**src/rtl/mgbc_pkg.sv**
```systemverilog
// ----------------------------------------------------------------------------
// mgbc_pkg
// Shared types, constants and the CRC helper function of the boot sector checker.
// ----------------------------------------------------------------------------
package mgbc_pkg;

    // Action codes carried by each input beat
    localparam logic [1:0] ACT_LBA0   = 2'd0;
    localparam logic [1:0] ACT_LBA1   = 2'd1;
    localparam logic [1:0] ACT_ARRAY  = 2'd2;
    localparam logic [1:0] ACT_FINISH = 2'd3;

    localparam logic [31:0] CRC_POLY = 32'hEDB88320;
    localparam logic [31:0] CRC_ONES = 32'hFFFFFFFF;

    localparam logic [12:0] MIN_SECTOR       = 13'd512;
    localparam logic [12:0] MAX_SECTOR_BYTES = 13'd4096;
    localparam logic [31:0] MAX_ENTRIES      = 32'd128;
    localparam logic [31:0] MIN_ENTRY        = 32'd128;
    localparam logic [31:0] MAX_ENTRY_BYTES  = 32'd512;
    localparam logic [31:0] MIN_HEADER       = 32'd92;

    localparam logic [16:0] MBR_TABLE_START = 17'd446;
    localparam logic [16:0] MBR_SIG_LO      = 17'd510;
    localparam logic [16:0] MBR_SIG_HI      = 17'd511;
    localparam logic [7:0]  BOOT_ACTIVE     = 8'h80;
    localparam logic [7:0]  TYPE_PROTECTIVE = 8'hEE;
    localparam logic [7:0]  SIG_BYTE_LO     = 8'h55;
    localparam logic [7:0]  SIG_BYTE_HI     = 8'hAA;

    localparam logic [7:0] EFI_SIG [8] = '{8'h45, 8'h46, 8'h49, 8'h20,
                                           8'h50, 8'h41, 8'h52, 8'h54};

    // Type GUIDs: ESP, boot, UFS, ZFS, unused (all zero)
    localparam logic [7:0] PART_TYPE_ID [5][16] = '{
        '{8'h28,8'h73,8'h2A,8'hC1,8'h1F,8'hF8,8'hD2,8'h11,
          8'hBA,8'h4B,8'h00,8'hA0,8'hC9,8'h3E,8'hC9,8'h3B},
        '{8'h9D,8'h6B,8'hBD,8'h83,8'h41,8'h7F,8'hDC,8'h11,
          8'hBE,8'h0B,8'h00,8'h15,8'h60,8'hB8,8'h4F,8'h0F},
        '{8'hB6,8'h7C,8'h6E,8'h51,8'hCF,8'h6E,8'hD6,8'h11,
          8'h8F,8'hF8,8'h00,8'h02,8'h2D,8'h09,8'h71,8'h2B},
        '{8'hBA,8'h7C,8'h6E,8'h51,8'hCF,8'h6E,8'hD6,8'h11,
          8'h8F,8'hF8,8'h00,8'h02,8'h2D,8'h09,8'h71,8'h2B},
        '{8'h00,8'h00,8'h00,8'h00,8'h00,8'h00,8'h00,8'h00,
          8'h00,8'h00,8'h00,8'h00,8'h00,8'h00,8'h00,8'h00}
    };

    typedef struct packed {
        logic [1:0] action;
        logic [7:0] data_byte;
    } item_t;

    typedef struct packed {
        logic        result_kind;
        logic        array_wanted;
        logic [63:0] array_lba;
        logic [16:0] array_length;
        logic [2:0]  mbr_flags;
        logic [2:0]  gpt_flags;
        logic [3:0]  type_flags;
        logic        hybrid;
        logic        bios_boot_ok;
        logic        uefi_boot_ok;
    } result_t;

    // Reflected CRC32, one byte
    function automatic logic [31:0] crc_byte(input logic [31:0] crc, input logic [7:0] b);
        logic [31:0] c;
        c = crc ^ {24'd0, b};
        for (int k = 0; k < 8; k++)
        begin
            c = c[0] ? ((c >> 1) ^ CRC_POLY) : (c >> 1);
        end
        return c;
    endfunction

endpackage

```
**src/rtl/mgbc_core.sv**
```systemverilog
// ----------------------------------------------------------------------------
// mgbc_core
// Per-byte disk state update and the registered result slot.
// ----------------------------------------------------------------------------
module mgbc_core
(
    input  logic             clk,
    input  logic             rst_n,
    input  logic             stage_valid,
    input  mgbc_pkg::item_t  stage_item,
    input  logic [12:0]      sector_bytes,
    output logic             advance,
    output logic             res_valid,
    input  logic             res_ready,
    output mgbc_pkg::result_t res_data
);
    import mgbc_pkg::*;

    logic [1:0]  last_phase_reg, last_phase_next;
    logic [16:0] byte_offset_reg, byte_offset_next;
    logic [31:0] crc_accum_reg, crc_accum_next;
    logic [31:0] header_length_reg, header_length_next;
    logic [31:0] header_crc_stored_reg, header_crc_stored_next;
    logic [31:0] entry_total_reg, entry_total_next;
    logic [31:0] entry_bytes_reg, entry_bytes_next;
    logic [63:0] table_lba_reg, table_lba_next;
    logic [31:0] table_crc_stored_reg, table_crc_stored_next;
    logic [8:0]  entry_offset_reg, entry_offset_next;
    logic [4:0]  guid_candidates_reg, guid_candidates_next;
    logic        signature_candidate_reg, signature_candidate_next;
    logic [2:0]  mbr_seen_reg, mbr_seen_next;
    logic [2:0]  gpt_seen_reg, gpt_seen_next;
    logic [3:0]  types_seen_reg, types_seen_next;
    logic        table_ready_reg, table_ready_next;
    logic [16:0] table_len_reg, table_len_next;
    logic        res_valid_reg, res_valid_next;
    result_t     res_reg, res_next;
    logic        res_load;
    logic [12:0] sec;
    logic        fire;

    // Clamp the sector size into the supported range
    assign sec = (sector_bytes < MIN_SECTOR) ? MIN_SECTOR :
                 (sector_bytes > MAX_SECTOR_BYTES) ? MAX_SECTOR_BYTES : sector_bytes;

    assign advance   = !res_valid_reg || res_ready;
    assign fire      = stage_valid && advance;
    assign res_valid = res_valid_reg;
    assign res_data  = res_reg;

    // Next state for one byte or finish
    always_comb
    begin
        logic [1:0]  act;
        logic [7:0]  b;
        logic [31:0] off32;
        logic [3:0]  pos;
        logic        hl_ok;
        logic        complete;
        logic [2:0]  mf;
        logic [2:0]  gf;
        logic [3:0]  tf;
        logic        found;
        logic        hdr_good;
        logic [31:0] eo_inc;
        act   = stage_item.action;
        b     = stage_item.data_byte;
        off32 = 32'd0;
        pos   = 4'd0;
        hl_ok = 1'b0;
        complete = 1'b0;
        mf = 3'd0;
        gf = 3'd0;
        tf = 4'd0;
        found = 1'b0;
        hdr_good = 1'b0;
        eo_inc = 32'd0;
        last_phase_next          = last_phase_reg;
        byte_offset_next         = byte_offset_reg;
        crc_accum_next           = crc_accum_reg;
        header_length_next       = header_length_reg;
        header_crc_stored_next   = header_crc_stored_reg;
        entry_total_next         = entry_total_reg;
        entry_bytes_next         = entry_bytes_reg;
        table_lba_next           = table_lba_reg;
        table_crc_stored_next    = table_crc_stored_reg;
        entry_offset_next        = entry_offset_reg;
        guid_candidates_next     = guid_candidates_reg;
        signature_candidate_next = signature_candidate_reg;
        mbr_seen_next            = mbr_seen_reg;
        gpt_seen_next            = gpt_seen_reg;
        types_seen_next          = types_seen_reg;
        table_ready_next         = table_ready_reg;
        table_len_next           = table_len_reg;
        res_load = 1'b0;
        res_next = '0;

        if (act == ACT_FINISH)
        begin
            // Build the report, then start a new disk
            complete = (last_phase_reg == ACT_ARRAY) && (table_len_reg != 17'd0) &&
                       (byte_offset_reg == table_len_reg);
            mf = mbr_seen_reg[0] ? mbr_seen_reg : 3'd0;
            found = gpt_seen_reg[0];
            gf = {complete & gpt_seen_reg[2], found & gpt_seen_reg[1], found};
            tf = complete ? types_seen_reg : 4'd0;
            hdr_good = gf[0] && gf[1];
            res_load = 1'b1;
            res_next.result_kind   = 1'b1;
            res_next.mbr_flags     = mf;
            res_next.gpt_flags     = gf;
            res_next.type_flags    = tf;
            res_next.hybrid        = mf[2] && complete;
            res_next.bios_boot_ok  = (mf[0] && mf[1] && !mf[2]) || (hdr_good && tf[1]);
            res_next.uefi_boot_ok  = hdr_good && tf[0];
            last_phase_next = ACT_LBA0;
            mbr_seen_next   = 3'd0;
            byte_offset_next = 17'd0;
            crc_accum_next = CRC_ONES;
            header_length_next = 32'd0;
            header_crc_stored_next = 32'd0;
            entry_total_next = 32'd0;
            entry_bytes_next = 32'd0;
            table_lba_next = 64'd0;
            table_crc_stored_next = 32'd0;
            entry_offset_next = 9'd0;
            guid_candidates_next = 5'h1F;
            signature_candidate_next = 1'b1;
            gpt_seen_next = 3'd0;
            types_seen_next = 4'd0;
            table_ready_next = 1'b0;
            table_len_next = 17'd0;
        end
        else
        begin
            // Phase change clears state
            if (act != last_phase_reg)
            begin
                byte_offset_next = 17'd0;
                crc_accum_next = CRC_ONES;
                entry_offset_next = 9'd0;
                guid_candidates_next = 5'h1F;
                types_seen_next = 4'd0;
                if (act == ACT_ARRAY)
                begin
                    gpt_seen_next[2] = 1'b0;
                end
                else
                begin
                    header_length_next = 32'd0;
                    header_crc_stored_next = 32'd0;
                    entry_total_next = 32'd0;
                    entry_bytes_next = 32'd0;
                    table_lba_next = 64'd0;
                    table_crc_stored_next = 32'd0;
                    signature_candidate_next = 1'b1;
                    gpt_seen_next = 3'd0;
                    table_ready_next = 1'b0;
                    table_len_next = 17'd0;
                    if (act == ACT_LBA0)
                    begin
                        mbr_seen_next = 3'd0;
                    end
                end
                last_phase_next = act;
            end

            off32 = {15'd0, byte_offset_next};

            if (act == ACT_LBA0)
            begin
                // MBR entries and boot signature
                if (byte_offset_next < {4'd0, sec})
                begin
                    if (byte_offset_next >= MBR_TABLE_START && byte_offset_next < MBR_SIG_LO)
                    begin
                        pos = 4'(byte_offset_next - MBR_TABLE_START);
                        if (pos == 4'd0 && b == BOOT_ACTIVE)
                        begin
                            mbr_seen_next[1] = 1'b1;
                        end
                        if (pos == 4'd4 && b == TYPE_PROTECTIVE)
                        begin
                            mbr_seen_next[2] = 1'b1;
                        end
                    end
                    else if (byte_offset_next == MBR_SIG_LO)
                    begin
                        signature_candidate_next = (b == SIG_BYTE_LO);
                    end
                    else if (byte_offset_next == MBR_SIG_HI)
                    begin
                        if (signature_candidate_next && b == SIG_BYTE_HI)
                        begin
                            mbr_seen_next[0] = 1'b1;
                        end
                    end
                    byte_offset_next = byte_offset_next + 17'd1;
                end
            end
            else if (act == ACT_LBA1)
            begin
                // GPT header fields and header CRC
                if (byte_offset_next < {4'd0, sec})
                begin
                    if (off32 < 32'd8)
                    begin
                        if (b != EFI_SIG[off32[2:0]])
                        begin
                            signature_candidate_next = 1'b0;
                        end
                        if (off32 == 32'd7 && signature_candidate_next)
                        begin
                            gpt_seen_next[0] = 1'b1;
                        end
                    end
                    else if (off32 >= 32'd12 && off32 < 32'd16)
                    begin
                        header_length_next[8*off32[1:0] +: 8] =
                            header_length_next[8*off32[1:0] +: 8] | b;
                    end
                    else if (off32 >= 32'd16 && off32 < 32'd20)
                    begin
                        header_crc_stored_next[8*off32[1:0] +: 8] =
                            header_crc_stored_next[8*off32[1:0] +: 8] | b;
                    end
                    else if (off32 >= 32'd72 && off32 < 32'd80)
                    begin
                        table_lba_next[8*off32[2:0] +: 8] =
                            table_lba_next[8*off32[2:0] +: 8] | b;
                    end
                    else if (off32 >= 32'd80 && off32 < 32'd84)
                    begin
                        entry_total_next[8*off32[1:0] +: 8] =
                            entry_total_next[8*off32[1:0] +: 8] | b;
                    end
                    else if (off32 >= 32'd84 && off32 < 32'd88)
                    begin
                        entry_bytes_next[8*off32[1:0] +: 8] =
                            entry_bytes_next[8*off32[1:0] +: 8] | b;
                    end
                    else if (off32 >= 32'd88 && off32 < 32'd92)
                    begin
                        table_crc_stored_next[8*off32[1:0] +: 8] =
                            table_crc_stored_next[8*off32[1:0] +: 8] | b;
                    end
                    if (off32 < 32'd16 || off32 < header_length_next)
                    begin
                        crc_accum_next = crc_byte(crc_accum_next,
                            (off32 >= 32'd16 && off32 < 32'd20) ? 8'd0 : b);
                    end
                    hl_ok = gpt_seen_next[0] && (header_length_next >= MIN_HEADER) &&
                            (header_length_next <= {19'd0, sec});
                    if (hl_ok && off32 == header_length_next - 32'd1 &&
                        (crc_accum_next ^ CRC_ONES) == header_crc_stored_next)
                    begin
                        gpt_seen_next[1] = 1'b1;
                    end
                    // Last LBA 1 byte: issue the array request
                    if (off32 == {19'd0, sec} - 32'd1)
                    begin
                        table_ready_next = hl_ok && (entry_total_next != 32'd0) &&
                            (entry_total_next <= MAX_ENTRIES) &&
                            (entry_bytes_next >= MIN_ENTRY) &&
                            (entry_bytes_next <= MAX_ENTRY_BYTES) &&
                            (table_lba_next >= 64'd2);
                        table_len_next = table_ready_next ?
                            17'(17'(entry_total_next[7:0]) * 17'(entry_bytes_next[9:0])) :
                            17'd0;
                        res_load = 1'b1;
                        res_next.array_wanted = table_ready_next;
                        res_next.array_lba    = table_ready_next ? table_lba_next : 64'd0;
                        res_next.array_length = table_len_next;
                    end
                    byte_offset_next = byte_offset_next + 17'd1;
                end
            end
            else
            begin
                // Entry array: CRC and type GUID match
                if (byte_offset_next < table_len_next)
                begin
                    crc_accum_next = crc_byte(crc_accum_next, b);
                    if (entry_offset_next == 9'd0)
                    begin
                        guid_candidates_next = 5'h1F;
                    end
                    if (entry_offset_next < 9'd16)
                    begin
                        for (int k = 0; k < 5; k++)
                        begin
                            if (b != PART_TYPE_ID[k][entry_offset_next[3:0]])
                            begin
                                guid_candidates_next[k] = 1'b0;
                            end
                        end
                        if (entry_offset_next == 9'd15 && !guid_candidates_next[4])
                        begin
                            if (guid_candidates_next[0])
                                types_seen_next[0] = 1'b1;
                            else if (guid_candidates_next[1])
                                types_seen_next[1] = 1'b1;
                            else if (guid_candidates_next[2])
                                types_seen_next[2] = 1'b1;
                            else if (guid_candidates_next[3])
                                types_seen_next[3] = 1'b1;
                        end
                    end
                    eo_inc = {23'd0, entry_offset_next} + 32'd1;
                    entry_offset_next = (eo_inc >= entry_bytes_next) ? 9'd0 : eo_inc[8:0];
                    if (byte_offset_next == table_len_next - 17'd1 &&
                        (crc_accum_next ^ CRC_ONES) == table_crc_stored_next)
                    begin
                        gpt_seen_next[2] = 1'b1;
                    end
                    byte_offset_next = byte_offset_next + 17'd1;
                end
            end
        end
    end

    // Result slot: load on a producing beat, drop when taken
    always_comb
    begin
        res_valid_next = res_valid_reg;
        if (fire && res_load)
        begin
            res_valid_next = 1'b1;
        end
        else if (res_ready)
        begin
            res_valid_next = 1'b0;
        end
    end

    // Hold state between beats
    always_ff @(posedge clk or negedge rst_n)
    begin
        if (!rst_n)
        begin
            last_phase_reg          <= ACT_LBA0;
            byte_offset_reg         <= 17'd0;
            crc_accum_reg           <= CRC_ONES;
            header_length_reg       <= 32'd0;
            header_crc_stored_reg   <= 32'd0;
            entry_total_reg         <= 32'd0;
            entry_bytes_reg         <= 32'd0;
            table_lba_reg           <= 64'd0;
            table_crc_stored_reg    <= 32'd0;
            entry_offset_reg        <= 9'd0;
            guid_candidates_reg     <= 5'h1F;
            signature_candidate_reg <= 1'b1;
            mbr_seen_reg            <= 3'd0;
            gpt_seen_reg            <= 3'd0;
            types_seen_reg          <= 4'd0;
            table_ready_reg         <= 1'b0;
            table_len_reg           <= 17'd0;
            res_valid_reg           <= 1'b0;
        end
        else
        begin
            res_valid_reg <= res_valid_next;
            if (fire)
            begin
                last_phase_reg          <= last_phase_next;
                byte_offset_reg         <= byte_offset_next;
                crc_accum_reg           <= crc_accum_next;
                header_length_reg       <= header_length_next;
                header_crc_stored_reg   <= header_crc_stored_next;
                entry_total_reg         <= entry_total_next;
                entry_bytes_reg         <= entry_bytes_next;
                table_lba_reg           <= table_lba_next;
                table_crc_stored_reg    <= table_crc_stored_next;
                entry_offset_reg        <= entry_offset_next;
                guid_candidates_reg     <= guid_candidates_next;
                signature_candidate_reg <= signature_candidate_next;
                mbr_seen_reg            <= mbr_seen_next;
                gpt_seen_reg            <= gpt_seen_next;
                types_seen_reg          <= types_seen_next;
                table_ready_reg         <= table_ready_next;
                table_len_reg           <= table_len_next;
            end
        end
    end

    // Result payload
    always_ff @(posedge clk)
    begin
        if (fire && res_load)
        begin
            res_reg <= res_next;
        end
    end

endmodule

```
**config.mk**
```make
export PLATFORM = sky130hd
export DESIGN_NAME = mgbc_core
export DESIGN_NICKNAME = d
export VERILOG_FILES = /design/src/rtl/mgbc_pkg.sv /design/src/rtl/mgbc_core.sv
export SDC_FILE = /design/constraint.sdc
export NUM_CORES = 2
export LEC_CHECK = 0
export BUFFER_PORTS_ARGS = -buffer_cell sky130_fd_sc_hd__buf_2
export CAP_MARGIN = 25
export CELL_PAD_IN_SITES_DETAIL_PLACEMENT = 1
export CELL_PAD_IN_SITES_GLOBAL_PLACEMENT = 1
export CORE_AREA = 3 3 267 269
export CTS_BUF_LIST = sky130_fd_sc_hd__clkbuf_4 sky130_fd_sc_hd__clkbuf_8
export DETAILED_ROUTE_END_ITERATION = 10
export DIE_AREA = 0 0 270 272
export PLACE_DENSITY = 0.89
export SYNTH_ARGS = -nofsm -noshare
export SYNTH_HDL_FRONTEND = slang
export SYNTH_SLANG_ARGS = --single-unit
```
**constraint.sdc**
```tcl
create_clock -name clk -period 11.7 [get_ports clk]
set_clock_uncertainty 0.2 [all_clocks]
set_input_delay 2.34 -clock clk [delete_from_list [all_inputs] [get_ports clk]]
set_output_delay 2.34 -clock clk [all_outputs]
set_load 0.05 [all_outputs]
```
=== Word level (Yosys, flattened, before mapping) ===
Memory sizes are Yosys's and may differ from the RTL's.
Cells that the tools add are included.

* Register bits after elaboration: 414
* Latch bits: 0
* Memory bits (writable): 0
* ROM bits: 704
* Input port bits: 27
* Output and inout port bits: 98
* Word-level logic and storage cells: 466
* Memories kept: 6

* Add/sub/neg operators: 8
* Multiply operators: 1
* Div/mod/pow operators: 0
* $lt $le $gt $ge: 30
* Eq/ne operators: 26
* Shift-type cells: 14
* Multiplexer cells: 270
* Bitwise operators: 34
* Reductions and logical operators: 49

{| class="wikitable"
|+ Memories
! name !! depth !! bits a word !! read ports !! clocked after memory_dff !! write ports !! line !! text
|-
| (no name shown) || 16 || 8 || 1 || 0 || 0 || mgbc_core.sv:292 || <nowiki>if (b != PART_TYPE_ID[k][entry_offset_next[3:0]])</nowiki>
|-
| (no name shown) || 16 || 8 || 1 || 0 || 0 || mgbc_core.sv:292 ||
|-
| (no name shown) || 16 || 8 || 1 || 0 || 0 || mgbc_core.sv:292 ||
|-
| (no name shown) || 16 || 8 || 1 || 0 || 0 || mgbc_core.sv:292 ||
|-
| (no name shown) || 16 || 8 || 1 || 0 || 0 || mgbc_core.sv:292 ||
|-
| (no name shown) || 8 || 8 || 1 || 0 || 0 || mgbc_core.sv:208 || <nowiki>if (b != EFI_SIG[off32[2:0]])</nowiki>
|}

{| class="wikitable"
|+ Operators by type and width
! kind !! number
|-
| two-way mux 32 bit || 102
|-
| two-way mux 64 bit || 15
|-
| two-way mux 17 bit || 16
|-
| NOT 13 -> 14 bit || 16
|-
| indexed part select 8 x 34 -> 32 bit || 5
|-
| bitwise mux 32 bit || 5
|-
| indexed part select 32 x 6 -> 8 bit || 5
|-
| two-way mux 8 bit || 13
|-
| two-way mux 1 bit || 76
|-
| >= comparator 17 x 7 -> 1 bit, second input constant || 4
|-
| < comparator 17 x 7 -> 1 bit, second input constant || 4
|-
| bitwise mux 64 bit || 1
|-
| == test 17 x 32 -> 1 bit || 2
|-
| == test 32 bit || 2
|-
| >= comparator 64 x 2 -> 1 bit, second input constant || 1
|-
| NOT 32 bit || 2
|-
| variable shift 8 x 34 -> 64 bit, first input constant || 1
|-
| indexed part select 64 x 7 -> 8 bit || 1
|-
| indexed part select 8 x 34 -> 64 bit || 1
|-
| XOR 32 x 8 -> 32 bit || 2
|-
| two-way mux 9 bit || 7
|-
| != test 8 bit || 6
|-
| OR 8 bit || 6
|-
| two-way mux 5 bit || 7
|-
| other kinds (60) || 132
|}

=== Depth between registers and ports, before layout ===
* Depth after elaboration: 36
* Gate-level depth with buffers: 33
* Mapped depth without buffers: 28

=== Worst setup path after synthesis ===
Ideal clock, no wire load.

* Path type: input-to-reg
* Start: input stage_item[8] in the netlist's numbering
* End: register res_reg, in the netlist res_data[0], enable pin
* Arrival time: 10.463 ns
* Path slack: 0.485 ns
* Stages: 21
* Buffers on the path: 6
* Cells stage by stage: xnor2_1 nand3_1 inv_2 buf_2 buf_2 buf_1 buf_1 clkbuf_1 ha_1 nor2b_1 o21a_1 o21a_1 o21a_1 o21a_1 o2111ai_1 and2_1 clkbuf_1 nand3_1 nor2_1 nor2_1 nor2_1

* Word-level cells in the longest chain between the ends: 10

{| class="wikitable"
|+ RTL lines
! element !! line !! text
|-
| start, declared || mgbc_core.sv:10 || <nowiki>input mgbc_pkg::item_t stage_item,</nowiki>
|-
| parallel branches: the longest is 8 deep, another holds < comparator 17 x 13 -> 1 bit || n/a ||
|-
| two-way mux 1 bit (*) || mgbc_core.sv:98 || <nowiki>if (act == ACT_FINISH)</nowiki>
|-
| logical AND 1 bit (*) || mgbc_core.sv:389 || <nowiki>if (fire && res_load)</nowiki>
|-
| end signal, assigned || mgbc_core.sv:391 || <nowiki>res_reg <= res_next;</nowiki>
|-
| end, declared || mgbc_core.sv:37 || <nowiki>result_t res_reg, res_next;</nowiki>
|}

Mark *: on every way between the ends. The select of a mux whose other input is x is not followed.
A chain may end at the register's enable or synchronous reset.

=== Worst setup path after layout ===
* Start: input stage_item[8] in the netlist's numbering
* End: register res_reg, in the netlist res_data[30], data pin

* Word-level cells in the longest chain between the ends: 30

{| class="wikitable"
|+ RTL lines
! element
|-
| parallel branches: the longest is 30 deep, another holds indexed part select 8 x 34 -> 32 bit
|}

Parallel ways; which one is timed is not known. The select of a mux whose other input is x is not followed.

==> flow_summary.yaml <==
clocking:
  cts_inserted_buffers: 77
  insertion_delay_ns: 0.74
  holdBufCountCts: 0
  htree_num_levels: 3
  cts-resized-gates: 0
  cts.repair_timing.setup_buffer_count: 0
  clock_root_buffer_master: "sky130_fd_sc_hd__clkbuf_8"
  numClockSinks: 414
  tritoncts: "yes"
  maximum_count_of_clock_buffers_along_a_single_path: 3
  worst_setup_hold_path_clk_slew_ns: 0.07
place:
  place_worst_setup_slack_ns: 1.36
  portBuffers: 124
  placed_cell_area_um2: 35900
  hpwl_mm: 110
  dp.cells: 5052
  gp_congestion: 1.07
global_route:
  grtUsageTotal: 0.416
  globalRoute.totalOverflow: 0
  antenna_violations_before_repair: 9
  grt_start_max_net_pins: 118
  grt_pass1_wl_mm: 236
  grt_pass1_vias: 37900
yosys:
  syn_inst: 4200
  ys_dominant_reg_cell: "sky130_fd_sc_hd__dfrtp_1"
  synth_warnings: 0
  synth.net_count: 4402
  ys_ff_latch: 414
  ys_async_sr_fraction: 0.768
  synth.distinct_cells: 95
  share_of_synthesized_area_occupied_by_flip_flops_and_latches: 0.317
  synth_edf_count: 96
  per_instance_average_area_after_synthesis_um2: 8.18
  post_synthesis_cell_area_um2: 34400
final_layout:
  largest_reg_flops: 96
  layout.cells.most_common: "sky130_fd_sc_hd__nand2_1"
  layout-drive-gt1-share: 0.127
  fin_area_um2: 37600
  final_cell_count_no_fill: 5205
  layout-area-overhead-vs-synth_pct: 9.43
  num-nets-final: 4407
  layout.cells.most_common_list: "sky130_fd_sc_hd__nand2_1, sky130_fd_sc_hd__nor2_1, sky130_fd_sc_hd__o21ai_0, sky130_fd_sc_hd__dfrtp_1, sky130_fd_sc_hd__xnor2_1"
timing:
  worst_slew_margin_relative_to_its_limit: 0.223
  finalMaxSlewViolations: 0
  timing_hold_violations_final: 0
  fin_tns_setup_ns: 0
  transition_time_at_the_pin_with_the_least_slew_margin_ns: 1.13
  worst_slack_ns: 1.91
  rsz0062_at_grt: "no"
  setup_violations: 0
  period_needed_ns: 9.79
  max_freq_mhz: 102
  period_share: 0.836
hold_path:
  min-delay-path-class: "reg -> reg"
  origin_of_the_worst_min_delay_path: "guid_candidates_reg[2]$_DFFE_PN1P_"
  min_delay_worst_endpoint: "guid_candidates_reg[2]$_DFFE_PN1P_"
  min_path_cells: 2
floorplanning:
  initial_standard_cell_utilization_of_the_core: 0.499
  placement_rows: 96
  coreArea_um2: 68800
  die_x_um: 270
  die_height_um: 272
  ioPinCount: 125
  die_area_um2: 73400
critical_path:
  path_max_fanout: 64
  reg2reg_to: "res_data[30]$_SDFFCE_PP0P_"
  reg2reg_depth: 19
  cell_family_with_most_cp_delay: "simple AND/OR/NAND/NOR gates"
  critical_path.cell_chain: "buf_2 > inv_1 > ha_1 > a21oi_4 > buf_4 > buf_4 > nor3_1 > a21oi_1 > inv_1 > ha_1 > a21o_1 > nand3_1 > a21oi_1 > nor2_1 > a31oi_1 > o21ai_0 > nand4b_1 > nor3_1 > nand4_1 > nor3_2 > nand3_2 > buf_4 > a21oi_1"
  critical_path.n_buffers_inverters: 6
  wp_data_required_ns: 11.97
  critical_path_class: "in -> reg"
  regToRegStartpoint: "byte_offset_reg[0]$_DFFE_PN0P_"
  crit_path_end_kind: "register"
  arr_time_crit_path_ns: 10.06
  worst_path_largest_cell_delay_ns: 0.80
  timing.reg2reg.setup_slack_ns: 2.95
  startpoint_type: "input port"
  worst_path_max_delay_cell: "sky130_fd_sc_hd__nor3_1"
power_and_ir_drop:
  power.density_nw_per_um2: 125
  leakage_power_of_the_design_nw: 15.3
  total_switching_power_mw: 1.94
  share_clk_of_total_power: 0.334
  p_int_mw: 2.78
  share_seq_of_total_power: 0.334
  power_frac_comb: 0.332
  switching_share: 0.411
  vdd.ir_drop.worst_uv: 84.9
drt:
  wl_mm: 157
  post_drt_via_cell_ratio: 7.08
  num_vias: 36900
  detail-route-antenna-nets: 0
  drt_pass1_iterations: 6
  drtIter0Drc: 4642
  detail_route.drc_violations: 0
  wire_per_inst_um: 30.2
run:
  max_cap_violations: 0
status:
  outcome: "finished, final reports clean"
-- cell families after synthesis --
family / Yosys count / synth area share
DFF: 414 / 0.317
and+or+nand+nor: 1473 / 0.203
AOI/OAI and AO/OA: 1208 / 0.228
buffers and inverters: 497 / 0.0564
xor gates and xnor gates: 313 / 0.0818
adders and majority gates: 175 / 0.0740
muxes: 120 / 0.0396
-- worst max-delay path by stage --
stage	start	end	slack, ns	cells past startpoint
6_report	stage_item[8]	res_data[30]$_SDFFCE_PP0P_	1.91	23
5_1_grt	stage_item[9]	res_data[29]$_SDFFCE_PP0P_	1.50	25
4_1_cts	stage_item[9]	res_data[29]$_SDFFCE_PP0P_	2.09	25
3_5_place_dp	stage_item[9]	res_data[29]$_SDFFCE_PP0P_	1.36	25
3_3_place_gp	stage_item[9]	res_data[29]$_SDFFCE_PP0P_	1.66	25
2_1_floorplan	stage_item[8]	res_data[0]$_SDFFCE_PN0P_	0.49	21
-- power by group through the flow --
| stage | Clock, mW | Combinational [mW] | Sequential, mW |
|---|---|---|---|
| 2_1_floorplan | 0 | 0.943 | 1.57 |
| 3_3_place_gp | 0 | 1.42 | 1.59 |
| 3_5_place_dp | 0 | 1.46 | 1.59 |
| 4_1_cts | 1.58 | 1.47 | 1.57 |
| 5_1_grt | 1.65 | 1.60 | 1.57 |
| 6_report | 1.58 | 1.57 | 1.57 |
-- cell type report --
cell class,instances,area [um2]
fillers,8322,31200
multi-input cells,3289,21700
flip-flops and latches,414,10900
repair buffers,229,1470
clock buffers,114,1420
well taps,931,1160
inverters,194,728
clock inverters,29,251
diodes,5,12.5
-- metal layers --
layer  vias to the layer above  wire length [um]  GRT usage
met1                     18000             56900      0.511
met2                      2832             66600      0.618
met3                       817             20900      0.133
li1                      15200                 -          -
met5                         -                27          0
met4                         4             12700      0.298
-- synth_stat cells (all sizes together), types with 40 or more instances --
master,instances,share of area
nand2,468,0.051
inv,192,0.021
xor2,95,0.024
clkbuf,208,0.023
mux2i,69,0.021
fa,47,0.027
xnor2,213,0.054
dfrtp,280,0.20
a22oi,44,0.0096
mux2,44,0.014
ha,128,0.047
o21ai,401,0.058
nor2,418,0.046
nand3,129,0.019
a22o,43,0.011
buf,95,0.012
a31oi,68,0.013
nand4,80,0.015
nor4,62,0.013
a21oi,199,0.029
edfxtp,96,0.084
nor3,86,0.014
o22ai,63,0.012
o31ai,40,0.0087
-- metrics by stage --
step / utilization / power [mW] / hold slack, ns
2_1_floorplan: - / 2.51 / 0.235
3_3_place_gp: 0.520 / 3.02 / 0.250
3_5_place_dp: 0.521 / 3.05 / 0.265
4_1_cts: 0.545 / 4.62 / 0.272
5_1_grt: 0.546 / 4.82 / 0.294
6_report: 0.546 / 4.72 / 0.274
-- worst min-delay path: cells and delay by family, from the launching register on --
family	cells	cell delay [ns]
flip-flops	1	0.38
AO/OA/AOI/OAI	1	0.05
buffers and inverters	1	0.04
Note: power is estimated with default switching activity, not from simulation.
